==> src/rtl/md2vh_pkg.sv <==
// Shared types, constants and the substitution table of the MD2-style digest block.
`timescale 1ns / 1ps

package md2vh_pkg;

    // Rounds over the work array per compression
    localparam int ROUNDS = 18;
    localparam int RND_W  = $clog2(ROUNDS);

    // Commands from the controller to the datapath
    typedef struct packed {
        logic wr_byte;  // store the accepted byte at the fill position
        logic pad;      // fill the rest of the block with the pad value
        logic load;     // build the work array from state and block
        logic sel_cks;  // take the checksum as the block on load
        logic step;     // one serial table step over the work array
        logic commit;   // copy work bytes to state, prime checksum pass
        logic ck_step;  // one checksum step
        logic digest;   // hand state to the output buffer, clear for next message
    } t_dp_cmd;

    // Status from the datapath to the controller
    typedef struct packed {
        logic fill_last;   // next byte completes the block
        logic round_done;  // last step of the last round
        logic ck_done;     // last checksum step
        logic out_free;    // output buffer has been drained
    } t_dp_status;

    localparam logic [7:0] SBOX [256] = '{
        8'hbd,8'h56,8'hea,8'hf2,8'ha2,8'hf1,8'hac,8'h2a,
        8'hb0,8'h93,8'hd1,8'h9c,8'h1b,8'h33,8'hfd,8'hd0,
        8'h30,8'h04,8'hb6,8'hdc,8'h7d,8'hdf,8'h32,8'h4b,
        8'hf7,8'hcb,8'h45,8'h9b,8'h31,8'hbb,8'h21,8'h5a,
        8'h41,8'h9f,8'he1,8'hd9,8'h4a,8'h4d,8'h9e,8'hda,
        8'ha0,8'h68,8'h2c,8'hc3,8'h27,8'h5f,8'h80,8'h36,
        8'h3e,8'hee,8'hfb,8'h95,8'h1a,8'hfe,8'hce,8'ha8,
        8'h34,8'ha9,8'h13,8'hf0,8'ha6,8'h3f,8'hd8,8'h0c,
        8'h78,8'h24,8'haf,8'h23,8'h52,8'hc1,8'h67,8'h17,
        8'hf5,8'h66,8'h90,8'he7,8'he8,8'h07,8'hb8,8'h60,
        8'h48,8'he6,8'h1e,8'h53,8'hf3,8'h92,8'ha4,8'h72,
        8'h8c,8'h08,8'h15,8'h6e,8'h86,8'h00,8'h84,8'hfa,
        8'hf4,8'h7f,8'h8a,8'h42,8'h19,8'hf6,8'hdb,8'hcd,
        8'h14,8'h8d,8'h50,8'h12,8'hba,8'h3c,8'h06,8'h4e,
        8'hec,8'hb3,8'h35,8'h11,8'ha1,8'h88,8'h8e,8'h2b,
        8'h94,8'h99,8'hb7,8'h71,8'h74,8'hd3,8'he4,8'hbf,
        8'h3a,8'hde,8'h96,8'h0e,8'hbc,8'h0a,8'hed,8'h77,
        8'hfc,8'h37,8'h6b,8'h03,8'h79,8'h89,8'h62,8'hc6,
        8'hd7,8'hc0,8'hd2,8'h7c,8'h6a,8'h8b,8'h22,8'ha3,
        8'h5b,8'h05,8'h5d,8'h02,8'h75,8'hd5,8'h61,8'he3,
        8'h18,8'h8f,8'h55,8'h51,8'had,8'h1f,8'h0b,8'h5e,
        8'h85,8'he5,8'hc2,8'h57,8'h63,8'hca,8'h3d,8'h6c,
        8'hb4,8'hc5,8'hcc,8'h70,8'hb2,8'h91,8'h59,8'h0d,
        8'h47,8'h20,8'hc8,8'h4f,8'h58,8'he0,8'h01,8'he2,
        8'h16,8'h38,8'hc4,8'h6f,8'h3b,8'h0f,8'h65,8'h46,
        8'hbe,8'h7e,8'h2d,8'h7b,8'h82,8'hf9,8'h40,8'hb5,
        8'h1d,8'h73,8'hf8,8'heb,8'h26,8'hc7,8'h87,8'h97,
        8'h25,8'h54,8'hb1,8'h28,8'haa,8'h98,8'h9d,8'ha5,
        8'h64,8'h6d,8'h7a,8'hd4,8'h10,8'h81,8'h44,8'hef,
        8'h49,8'hd6,8'hae,8'h2e,8'hdd,8'h76,8'h5c,8'h2f,
        8'ha7,8'h1c,8'hc9,8'h09,8'h69,8'h9a,8'h83,8'hcf,
        8'h29,8'h39,8'hb9,8'he9,8'h4c,8'hff,8'h43,8'hab
    };

    // Substitution table lookup
    function automatic logic [7:0] sbox(input logic [7:0] a);
        return SBOX[a];
    endfunction

endpackage

==> src/rtl/md2vh_ctrl.sv <==
// Sequencer for byte intake, padding, compression rounds, checksum and digest hand-off.
`timescale 1ns / 1ps

module md2vh_ctrl (
    input  logic                  i_clk,
    input  logic                  i_rst_n,
    input  logic                  i_in_valid,
    input  logic                  i_in_present,
    input  logic                  i_in_end,
    output logic                  o_in_ready,
    input  md2vh_pkg::t_dp_status i_status,
    output md2vh_pkg::t_dp_cmd    o_cmd
);

    typedef enum logic [6:0] {
        S_IDLE   = 7'b0000001,
        S_PAD    = 7'b0000010,
        S_LOAD   = 7'b0000100,
        S_ROUND  = 7'b0001000,
        S_COMMIT = 7'b0010000,
        S_CKSUM  = 7'b0100000,
        S_DIGEST = 7'b1000000
    } t_state;

    // Which block is being compressed
    typedef enum logic [1:0] {
        K_DATA  = 2'd0,
        K_PAD   = 2'd1,
        K_FINAL = 2'd2
    } t_kind;

    t_state r_state, n_state;
    t_kind  r_kind,  n_kind;
    logic   r_end,   n_end;
    logic   w_accept;

    assign o_in_ready = (r_state == S_IDLE);
    assign w_accept   = i_in_valid && o_in_ready;

    // Next state and commands
    always_comb begin
        n_state = r_state;
        n_kind  = r_kind;
        n_end   = r_end;
        o_cmd   = '0;
        case (r_state)
            S_IDLE: begin
                if (w_accept) begin
                    o_cmd.wr_byte = i_in_present;
                    n_end         = i_in_end;
                    if (i_in_present && i_status.fill_last) begin
                        n_kind  = K_DATA;
                        n_state = S_LOAD;
                    end else if (i_in_end) begin
                        n_state = S_PAD;
                    end
                end
            end
            S_PAD: begin
                o_cmd.pad = 1'b1;
                n_kind    = K_PAD;
                n_state   = S_LOAD;
            end
            S_LOAD: begin
                o_cmd.load    = 1'b1;
                o_cmd.sel_cks = (r_kind == K_FINAL);
                n_state       = S_ROUND;
            end
            S_ROUND: begin
                o_cmd.step = 1'b1;
                if (i_status.round_done) begin
                    n_state = S_COMMIT;
                end
            end
            S_COMMIT: begin
                o_cmd.commit = 1'b1;
                n_state      = (r_kind == K_FINAL) ? S_DIGEST : S_CKSUM;
            end
            S_CKSUM: begin
                o_cmd.ck_step = 1'b1;
                if (i_status.ck_done) begin
                    if (r_kind == K_DATA) begin
                        n_state = r_end ? S_PAD : S_IDLE;
                    end else begin
                        n_kind  = K_FINAL;
                        n_state = S_LOAD;
                    end
                end
            end
            S_DIGEST: begin
                if (i_status.out_free) begin
                    o_cmd.digest = 1'b1;
                    n_end        = 1'b0;
                    n_state      = S_IDLE;
                end
            end
            default: begin
                n_state = S_IDLE;
            end
        endcase
    end

    // State registers
    always_ff @(posedge i_clk) begin
        if (!i_rst_n) begin
            r_state <= S_IDLE;
            r_kind  <= K_DATA;
            r_end   <= 1'b0;
        end else begin
            r_state <= n_state;
            r_kind  <= n_kind;
            r_end   <= n_end;
        end
    end

endmodule

==> src/rtl/md2vh_dp.sv <==
// Datapath: block buffer, rotating work array, chaining state, checksum and digest output.
`timescale 1ns / 1ps

module md2vh_dp #(
    parameter int BLOCK_BYTES = 16
) (
    input  logic                  i_clk,
    input  logic                  i_rst_n,
    input  md2vh_pkg::t_dp_cmd    i_cmd,
    output md2vh_pkg::t_dp_status o_status,
    input  logic [7:0]            i_byte,
    output logic                  o_out_valid,
    input  logic                  i_out_ready,
    output logic [7:0]            o_out_byte,
    output logic                  o_out_last
);

    localparam int WORK_BYTES = 3 * BLOCK_BYTES;
    localparam int FILL_W     = $clog2(BLOCK_BYTES);
    localparam int POS_W      = $clog2(WORK_BYTES);
    localparam int RND_W      = md2vh_pkg::RND_W;

    logic [BLOCK_BYTES-1:0][7:0] r_buf;
    logic [BLOCK_BYTES-1:0][7:0] r_state;
    logic [BLOCK_BYTES-1:0][7:0] r_cks;
    logic [WORK_BYTES-1:0][7:0]  r_work;
    logic [BLOCK_BYTES-1:0][7:0] r_out_buf;
    logic [FILL_W-1:0]           r_fill;
    logic [FILL_W-1:0]           r_ck_idx;
    logic [FILL_W-1:0]           r_out_cnt;
    logic [POS_W-1:0]            r_pos;
    logic [RND_W-1:0]            r_rnd;
    logic [7:0]                  r_carry;
    logic [7:0]                  r_ck_carry;
    logic                        r_out_valid;

    logic [BLOCK_BYTES-1:0][7:0] w_blk;
    logic [7:0]                  w_pad_val;
    logic [7:0]                  w_idx;
    logic [7:0]                  w_work_new;
    logic [7:0]                  w_ck_new;
    logic                        w_pos_last;
    logic                        w_out_take;

    // Status toward the controller
    assign w_pos_last          = (r_pos == POS_W'(WORK_BYTES - 1));
    assign o_status.fill_last  = (r_fill == FILL_W'(BLOCK_BYTES - 1));
    assign o_status.round_done = w_pos_last && (r_rnd == RND_W'(md2vh_pkg::ROUNDS - 1));
    assign o_status.ck_done    = (r_ck_idx == FILL_W'(BLOCK_BYTES - 1));
    assign o_status.out_free   = !r_out_valid;

    // Serial step values
    assign w_blk      = i_cmd.sel_cks ? r_cks : r_buf;
    assign w_pad_val  = 8'(BLOCK_BYTES) - 8'(r_fill);
    assign w_idx      = 8'(WORK_BYTES) - 8'(r_pos) + r_carry;
    assign w_work_new = r_work[0] ^ md2vh_pkg::sbox(w_idx);
    assign w_ck_new   = r_cks[0] ^ md2vh_pkg::sbox(r_buf[r_ck_idx] ^ r_ck_carry);

    // Block buffer: byte writes and padding
    always_ff @(posedge i_clk) begin
        if (i_cmd.wr_byte) begin
            r_buf[r_fill] <= i_byte;
        end else if (i_cmd.pad) begin
            for (int k = 0; k < BLOCK_BYTES; k++) begin
                if (FILL_W'(k) >= r_fill) begin
                    r_buf[k] <= w_pad_val;
                end
            end
        end
    end

    // Work array: load, then rotate one byte per step so each position meets the head
    always_ff @(posedge i_clk) begin
        if (i_cmd.load) begin
            r_work  <= {r_state ^ w_blk, w_blk, r_state};
            r_carry <= 8'h00;
        end else if (i_cmd.step) begin
            r_work  <= {w_work_new, r_work[WORK_BYTES-1:1]};
            r_carry <= w_work_new;
        end
    end

    // Checksum carry
    always_ff @(posedge i_clk) begin
        if (i_cmd.commit) begin
            r_ck_carry <= r_cks[BLOCK_BYTES-1];
        end else if (i_cmd.ck_step) begin
            r_ck_carry <= w_ck_new;
        end
    end

    // Counters, state and checksum
    always_ff @(posedge i_clk) begin
        if (!i_rst_n) begin
            r_fill   <= '0;
            r_pos    <= '0;
            r_rnd    <= '0;
            r_ck_idx <= '0;
            r_state  <= '0;
            r_cks    <= '0;
        end else begin
            if (i_cmd.wr_byte) begin
                r_fill <= r_fill + FILL_W'(1);
            end else if (i_cmd.pad || i_cmd.digest) begin
                r_fill <= '0;
            end
            if (i_cmd.load) begin
                r_pos <= '0;
                r_rnd <= '0;
            end else if (i_cmd.step) begin
                if (w_pos_last) begin
                    r_pos <= '0;
                    r_rnd <= r_rnd + RND_W'(1);
                end else begin
                    r_pos <= r_pos + POS_W'(1);
                end
            end
            if (i_cmd.commit) begin
                r_state  <= r_work[BLOCK_BYTES-1:0];
                r_ck_idx <= '0;
            end else if (i_cmd.digest) begin
                r_state <= '0;
            end
            if (i_cmd.ck_step) begin
                r_cks    <= {w_ck_new, r_cks[BLOCK_BYTES-1:1]};
                r_ck_idx <= r_ck_idx + FILL_W'(1);
            end else if (i_cmd.digest) begin
                r_cks <= '0;
            end
        end
    end

    // Digest output buffer
    assign w_out_take  = r_out_valid && i_out_ready;
    assign o_out_valid = r_out_valid;
    assign o_out_byte  = r_out_buf[r_out_cnt];
    assign o_out_last  = (r_out_cnt == FILL_W'(BLOCK_BYTES - 1));

    always_ff @(posedge i_clk) begin
        if (i_cmd.digest) begin
            r_out_buf <= r_state;
        end
    end

    always_ff @(posedge i_clk) begin
        if (!i_rst_n) begin
            r_out_valid <= 1'b0;
            r_out_cnt   <= '0;
        end else if (i_cmd.digest) begin
            r_out_valid <= 1'b1;
            r_out_cnt   <= '0;
        end else if (w_out_take) begin
            r_out_cnt <= r_out_cnt + FILL_W'(1);
            if (o_out_last) begin
                r_out_valid <= 1'b0;
            end
        end
    end

    // Round steps never run past the last round
    a_step_in_range: assert property (@(posedge i_clk) disable iff (!i_rst_n)
        i_cmd.step |-> (r_rnd < RND_W'(md2vh_pkg::ROUNDS)))
        else $error("round counter past last round");

    // A new digest never overwrites one still draining
    a_digest_free: assert property (@(posedge i_clk) disable iff (!i_rst_n)
        i_cmd.digest |-> !r_out_valid)
        else $error("digest handed over while output busy");

    // State and checksum start the next message cleared
    a_digest_clears: assert property (@(posedge i_clk) disable iff (!i_rst_n)
        i_cmd.digest |=> (r_state == '0) && (r_cks == '0) && (r_fill == '0) && r_out_valid)
        else $error("state not cleared after digest");

endmodule

==> src/rtl/md2_variant_byte_hash.sv <==
// Top level of the byte-stream MD2-style digest block.
//
//  channel   dir  handshake                      payload
//  s_axis    in   i_s_axis_tvalid/o_s_axis_tready  tdata=message_byte, tuser=byte_present,
//                                                  tlast=end_of_message
//  m_axis    out  o_m_axis_tvalid/i_m_axis_tready  tdata=digest_byte, tlast=digest_last
//
// A byte that neither completes a block nor ends the message leaves the input ready. A byte
// that completes a block holds the input off for load, 18 rounds of 48 serial table steps
// through the one lookup on the rotating work array, commit and 16 checksum steps.
// An end item adds a pad step and the same sequence for the pad block, then the final
// compression of the checksum and, once the output buffer is free, the digest hand-off.
// Reset clears state, checksum and counters at once; no sweep is needed.
// The 16 digest bytes drain from their own buffer while the next message is taken.
`timescale 1ns / 1ps

module md2_variant_byte_hash #(
    parameter int BLOCK_BYTES = 16
) (
    input  logic       i_clk,
    input  logic       i_rst_n,
    input  logic       i_s_axis_tvalid,
    output logic       o_s_axis_tready,
    input  logic [7:0] i_s_axis_tdata,   // [7:0] message_byte
    input  logic [0:0] i_s_axis_tuser,   // [0] byte_present
    input  logic       i_s_axis_tlast,
    output logic       o_m_axis_tvalid,
    input  logic       i_m_axis_tready,
    output logic [7:0] o_m_axis_tdata,   // [7:0] digest_byte
    output logic       o_m_axis_tlast
);

    md2vh_pkg::t_dp_cmd    w_cmd;
    md2vh_pkg::t_dp_status w_status;

    md2vh_ctrl u_ctrl (
        .i_clk        (i_clk),
        .i_rst_n      (i_rst_n),
        .i_in_valid   (i_s_axis_tvalid),
        .i_in_present (i_s_axis_tuser[0]),
        .i_in_end     (i_s_axis_tlast),
        .o_in_ready   (o_s_axis_tready),
        .i_status     (w_status),
        .o_cmd        (w_cmd)
    );

    md2vh_dp #(
        .BLOCK_BYTES (BLOCK_BYTES)
    ) u_dp (
        .i_clk       (i_clk),
        .i_rst_n     (i_rst_n),
        .i_cmd       (w_cmd),
        .o_status    (w_status),
        .i_byte      (i_s_axis_tdata),
        .o_out_valid (o_m_axis_tvalid),
        .i_out_ready (i_m_axis_tready),
        .o_out_byte  (o_m_axis_tdata),
        .o_out_last  (o_m_axis_tlast)
    );

endmodule
==> config.mk <==
export PLATFORM = sky130hd
export DESIGN_NAME = md2_variant_byte_hash
export DESIGN_NICKNAME = d
export VERILOG_FILES = /design/src/rtl/md2vh_pkg.sv /design/src/rtl/md2vh_ctrl.sv /design/src/rtl/md2vh_dp.sv /design/src/rtl/md2_variant_byte_hash.sv
export SDC_FILE = /design/constraint.sdc
export NUM_CORES = 2
export LEC_CHECK = 0
export BUFFER_PORTS_ARGS = -buffer_cell sky130_fd_sc_hd__buf_2
export CAP_MARGIN = 20
export CORE_MARGIN = 3
export CORE_UTILIZATION = 23
export CTS_CLUSTER_SIZE = 16
export DETAILED_ROUTE_END_ITERATION = 6
export PLACE_DENSITY_LB_ADDON = 0.12
export SLEW_MARGIN = 20
export SYNTH_ARGS = -nofsm -noshare
export SYNTH_HDL_FRONTEND = slang
export SYNTH_SLANG_ARGS = --single-unit
==> constraint.sdc <==
create_clock -name i_clk -period 12.08 [get_ports i_clk]
set_input_delay 1.812 -clock i_clk [delete_from_list [all_inputs] [get_ports i_clk]]
set_output_delay 1.812 -clock i_clk [all_outputs]
set_load 0.03 [all_outputs]
==> flow_summary_export.csv <==
group,metric,value,unit
worst_setup_path,worst_path_max_delay_cell,"dfxtp_2",
worst_hold_path,hold_depth,2,
worst_setup_path,r2r_cells,16,
worst_setup_path,critPathMaxStageDelay,0.98,ns
worst_setup_path,path_cells,"mux2_2, o22ai_1, or3_1, and3_1, nor2_8, buf_4, inv_2, ha_1, o21ai_0, nand2_1, o21ai_0, o21ai_1, a2bb2oi_1, a22oi_1, xor2_1, mux2_2",
placed_design,portBuffers,24,
route,ant_nets,0,
yosys,yosysUniqueCellTypes,102,
route,drt_iter0_markers,3549,
die,die_h,468.2,µm
yosys,avgSynthCellArea,9.751,µm²
clock_tree,cts.htree.levels,3,
clock_tree,clkTransAtPathRegs,0.06,ns
final_layout,fillers,22690,
yosys,yosys_most_used_dff,"edfxtp_1",
timing,fin_hold_ws,0.4573,ns
grt,grt_overflow,0,
clock_tree,cts_resized,0,
placed_design,dpl_cell_area,51850,µm²
final_layout,final_common_cell,"nand2_1",
worst_setup_path,critical_path_class,"flop to flop",
route,wire_per_inst,24.50,µm
power,vdd.ir_drop.worst,0.1156,mV
clock_tree,clock_latency,0.74,ns
worst_setup_path,crit_path_end_kind,"flop",
yosys,synth_cells,5039,
clock_tree,cts_inserted_buffers,111,
timing,worstMarginPinSlew,1.184,ns
yosys,yosys_warnings,0,
grt,grt_pass1_vias,37500,
placed_design,dp_hpwl,121700,µm
final_layout,syn2layout_area_growth,12.76,%
yosys,synth-edff-count,648,
worst_setup_path,critical_path_depth,16,
worst_setup_path,start_kind,"flop",
clock_tree,cts_tree,"built",
die,fp.dieW,468.2,µm
timing,fin_tns_setup,0,ns
power,leakagePower,0.01958,µW
route,dr.pass1.iters,6,
grt,grt_first_pass_wirelength,277700,µm
clock_tree,root_buffer,"clkbuf_16",
route,route.detailed.drc,0,
final_layout,fin_nets,4893,
timing,rsz0062_at_grt,"false",
run,cap_violations,0,
timing,setup_viol,0,
yosys,syn-num-nets,5105,
timing,slew_viol_final,0,
die,start_util,23.15,%
die,core,212300,µm²
final_layout,fin_area,55410,µm²
final_layout,final_cell_mix,"nand2_1 (1135), edfxtp_1 (648), o21ai_0 (457)",
timing,skew,0.03442,ns
route,route.vias.total,38890,
yosys,synth_area,49140,µm²
final_layout,register_area,25430,µm²
worst_setup_path,crit_buf_inv,2,
placed_design,place_congestion,0.9144,
final_layout,drive_above_1_share,8.447,%
yosys,ys_seq_elements,946,
grt,grt_max_degree,211,
worst_setup_path,cp.required,12.54,ns
die,io_pins,25,
final_layout,multi_input_area,21930,µm²
power,fin_total_pwr,9216,µW
clock_tree,clockBufferDepth,3,
yosys,synth-seq-area-share,51.74,%
worst_hold_path,hp-class,"flop to flop",
clock_tree,postCtsHoldBufs,0,
route,wirelength,190000,µm
timing,min_period,6.018,ns
route,via_per_inst,5.015,
timing,period_share,49.82,%
power,power_density,166.3,nW/µm²
die,dieArea,219200,µm²
clock_tree,cts_setup_buffers,0,
timing,maxSlewHeadroom,21.09,%
worst_setup_path,critical_path.top_delay_family,"compound AO/OA/AOI/OAI gates",
grt,grt.total_usage,16.90,%
clock_tree,clkSinkCount,946,
worst_setup_path,critPathArrivalTime,6.48,ns
timing,hold_violations,0,
timing,max_freq,166.2,MHz
run_status,status,"completed",
yosys,async_reset_ff_share,0,%
grt,antenna_found_initial,10,
worst_setup_path,critPathMaxFanout,37,
die,rows,169,
## cell type report
type                    instances  area share, %
diodes                          9        0.04065
clock buffers                 164          5.609
clock inverters                47         0.7565
inverters                      26         0.1987
multi-input cells            3628          39.58
flip-flops and latches        946          45.90
well taps                    2821          6.370
repair buffers                114          1.545
## worst paths after layout
kind | startpoint | to | slack (ns)
max | u_dp.r_ck_idx[0] | u_dp.r_ck_carry[2] | 6.06
min reg2reg | u_dp.r_cks[41] | u_dp.r_cks[33] | 0.46
max reg2reg | u_dp.r_ck_idx[0] | u_dp.r_ck_carry[2] | 6.06
min | u_dp.r_cks[41] | u_dp.r_cks[33] | 0.46
## tightest hold or removal path: stages (launching register included)
cell	delay, ns
dfxtp_1	0.32
nand2_1	0.05
a21boi_0	0.06
## cells by family after synthesis
| family | Yosys count | synth area share [%] |
|---|---|---|
| buf+inv | 465 | 4.005 |
| fa+ha+maj | 52 | 1.339 |
| mux | 233 | 6.256 |
| simple gates | 1865 | 16.42 |
| xor+xnor | 173 | 3.175 |
| flops | 946 | 51.74 |
| compound gates | 1305 | 17.06 |
## flip-flops by register name, indices dropped and copies added, names as in the netlist
signal and flops:
u_dp.r_pos 6, u_ctrl.r_end 1, u_dp.r_ck_idx 4, u_dp.r_buf 128, u_ctrl.r_state 7, u_dp.r_work 384, u_dp.o_out_valid 1, u_ctrl.r_kind 2
u_dp.r_ck_carry 8, u_dp.r_fill 4, u_dp.r_out_cnt 4, u_dp.r_out_buf 128, u_dp.r_carry 8, u_dp.r_rnd 5, u_dp.r_cks 128, u_dp.r_state 128
## metrics by stage
step,instances,utilization (%),worst slack [ns]
after floorplan,5039,-,2.645
after global placement,7535,24.42,6.083
after detailed placement,7535,24.43,6.164
after CTS,7746,26.09,6.100
after global routing,7750,26.09,5.902
final,7755,26.10,6.062
## per-layer routing
layer | share of wire (%) | up-vias | routed length (µm) | track usage (%)
met5 | 0.0047 | - | 9 | 0
met4 | 2.9 | 2 | 5518 | 5.077
met3 | 4.3 | 251 | 8087 | 2.153
met2 | 45 | 1073 | 85950 | 26.37
met1 | 48 | 19670 | 90470 | 24.26
li1 | - | 17900 | - | -
## cells in the mapped netlist, types with 29 or more instances
| cell type | n | area share, % |
|---|---|---|
| mux2i_1 | 162 | 3.3 |
| buf_2 | 41 | 0.42 |
| nor2_1 | 153 | 1.2 |
| o211ai_1 | 47 | 0.72 |
| nor3_1 | 53 | 0.54 |
| o22ai_1 | 29 | 0.37 |
| buf_1 | 59 | 0.45 |
| a21boi_0 | 261 | 4.0 |
| a21oi_1 | 189 | 1.9 |
| xor2_1 | 142 | 2.5 |
| mux4_2 | 58 | 2.7 |
| nand3_1 | 365 | 3.7 |
| nand2_1 | 1135 | 8.7 |
| o21ai_0 | 459 | 4.7 |
| edfxtp_1 | 648 | 40 |
| dfxtp_1 | 298 | 12 |
| a211oi_1 | 38 | 0.58 |
| clkbuf_1 | 315 | 2.4 |
| a311oi_1 | 33 | 0.59 |
| ha_1 | 51 | 1.3 |
| a31oi_1 | 39 | 0.50 |
## where the power goes
| group | switching [µW] | total (µW) | internal, µW |
|---|---|---|---|
| Sequential | 145 | 3760 | 3620 |
| Combinational | 1520 | 2120 | 608 |
| Clock | 1460 | 3330 | 1870 |
(Power assumes the default switching activity.)
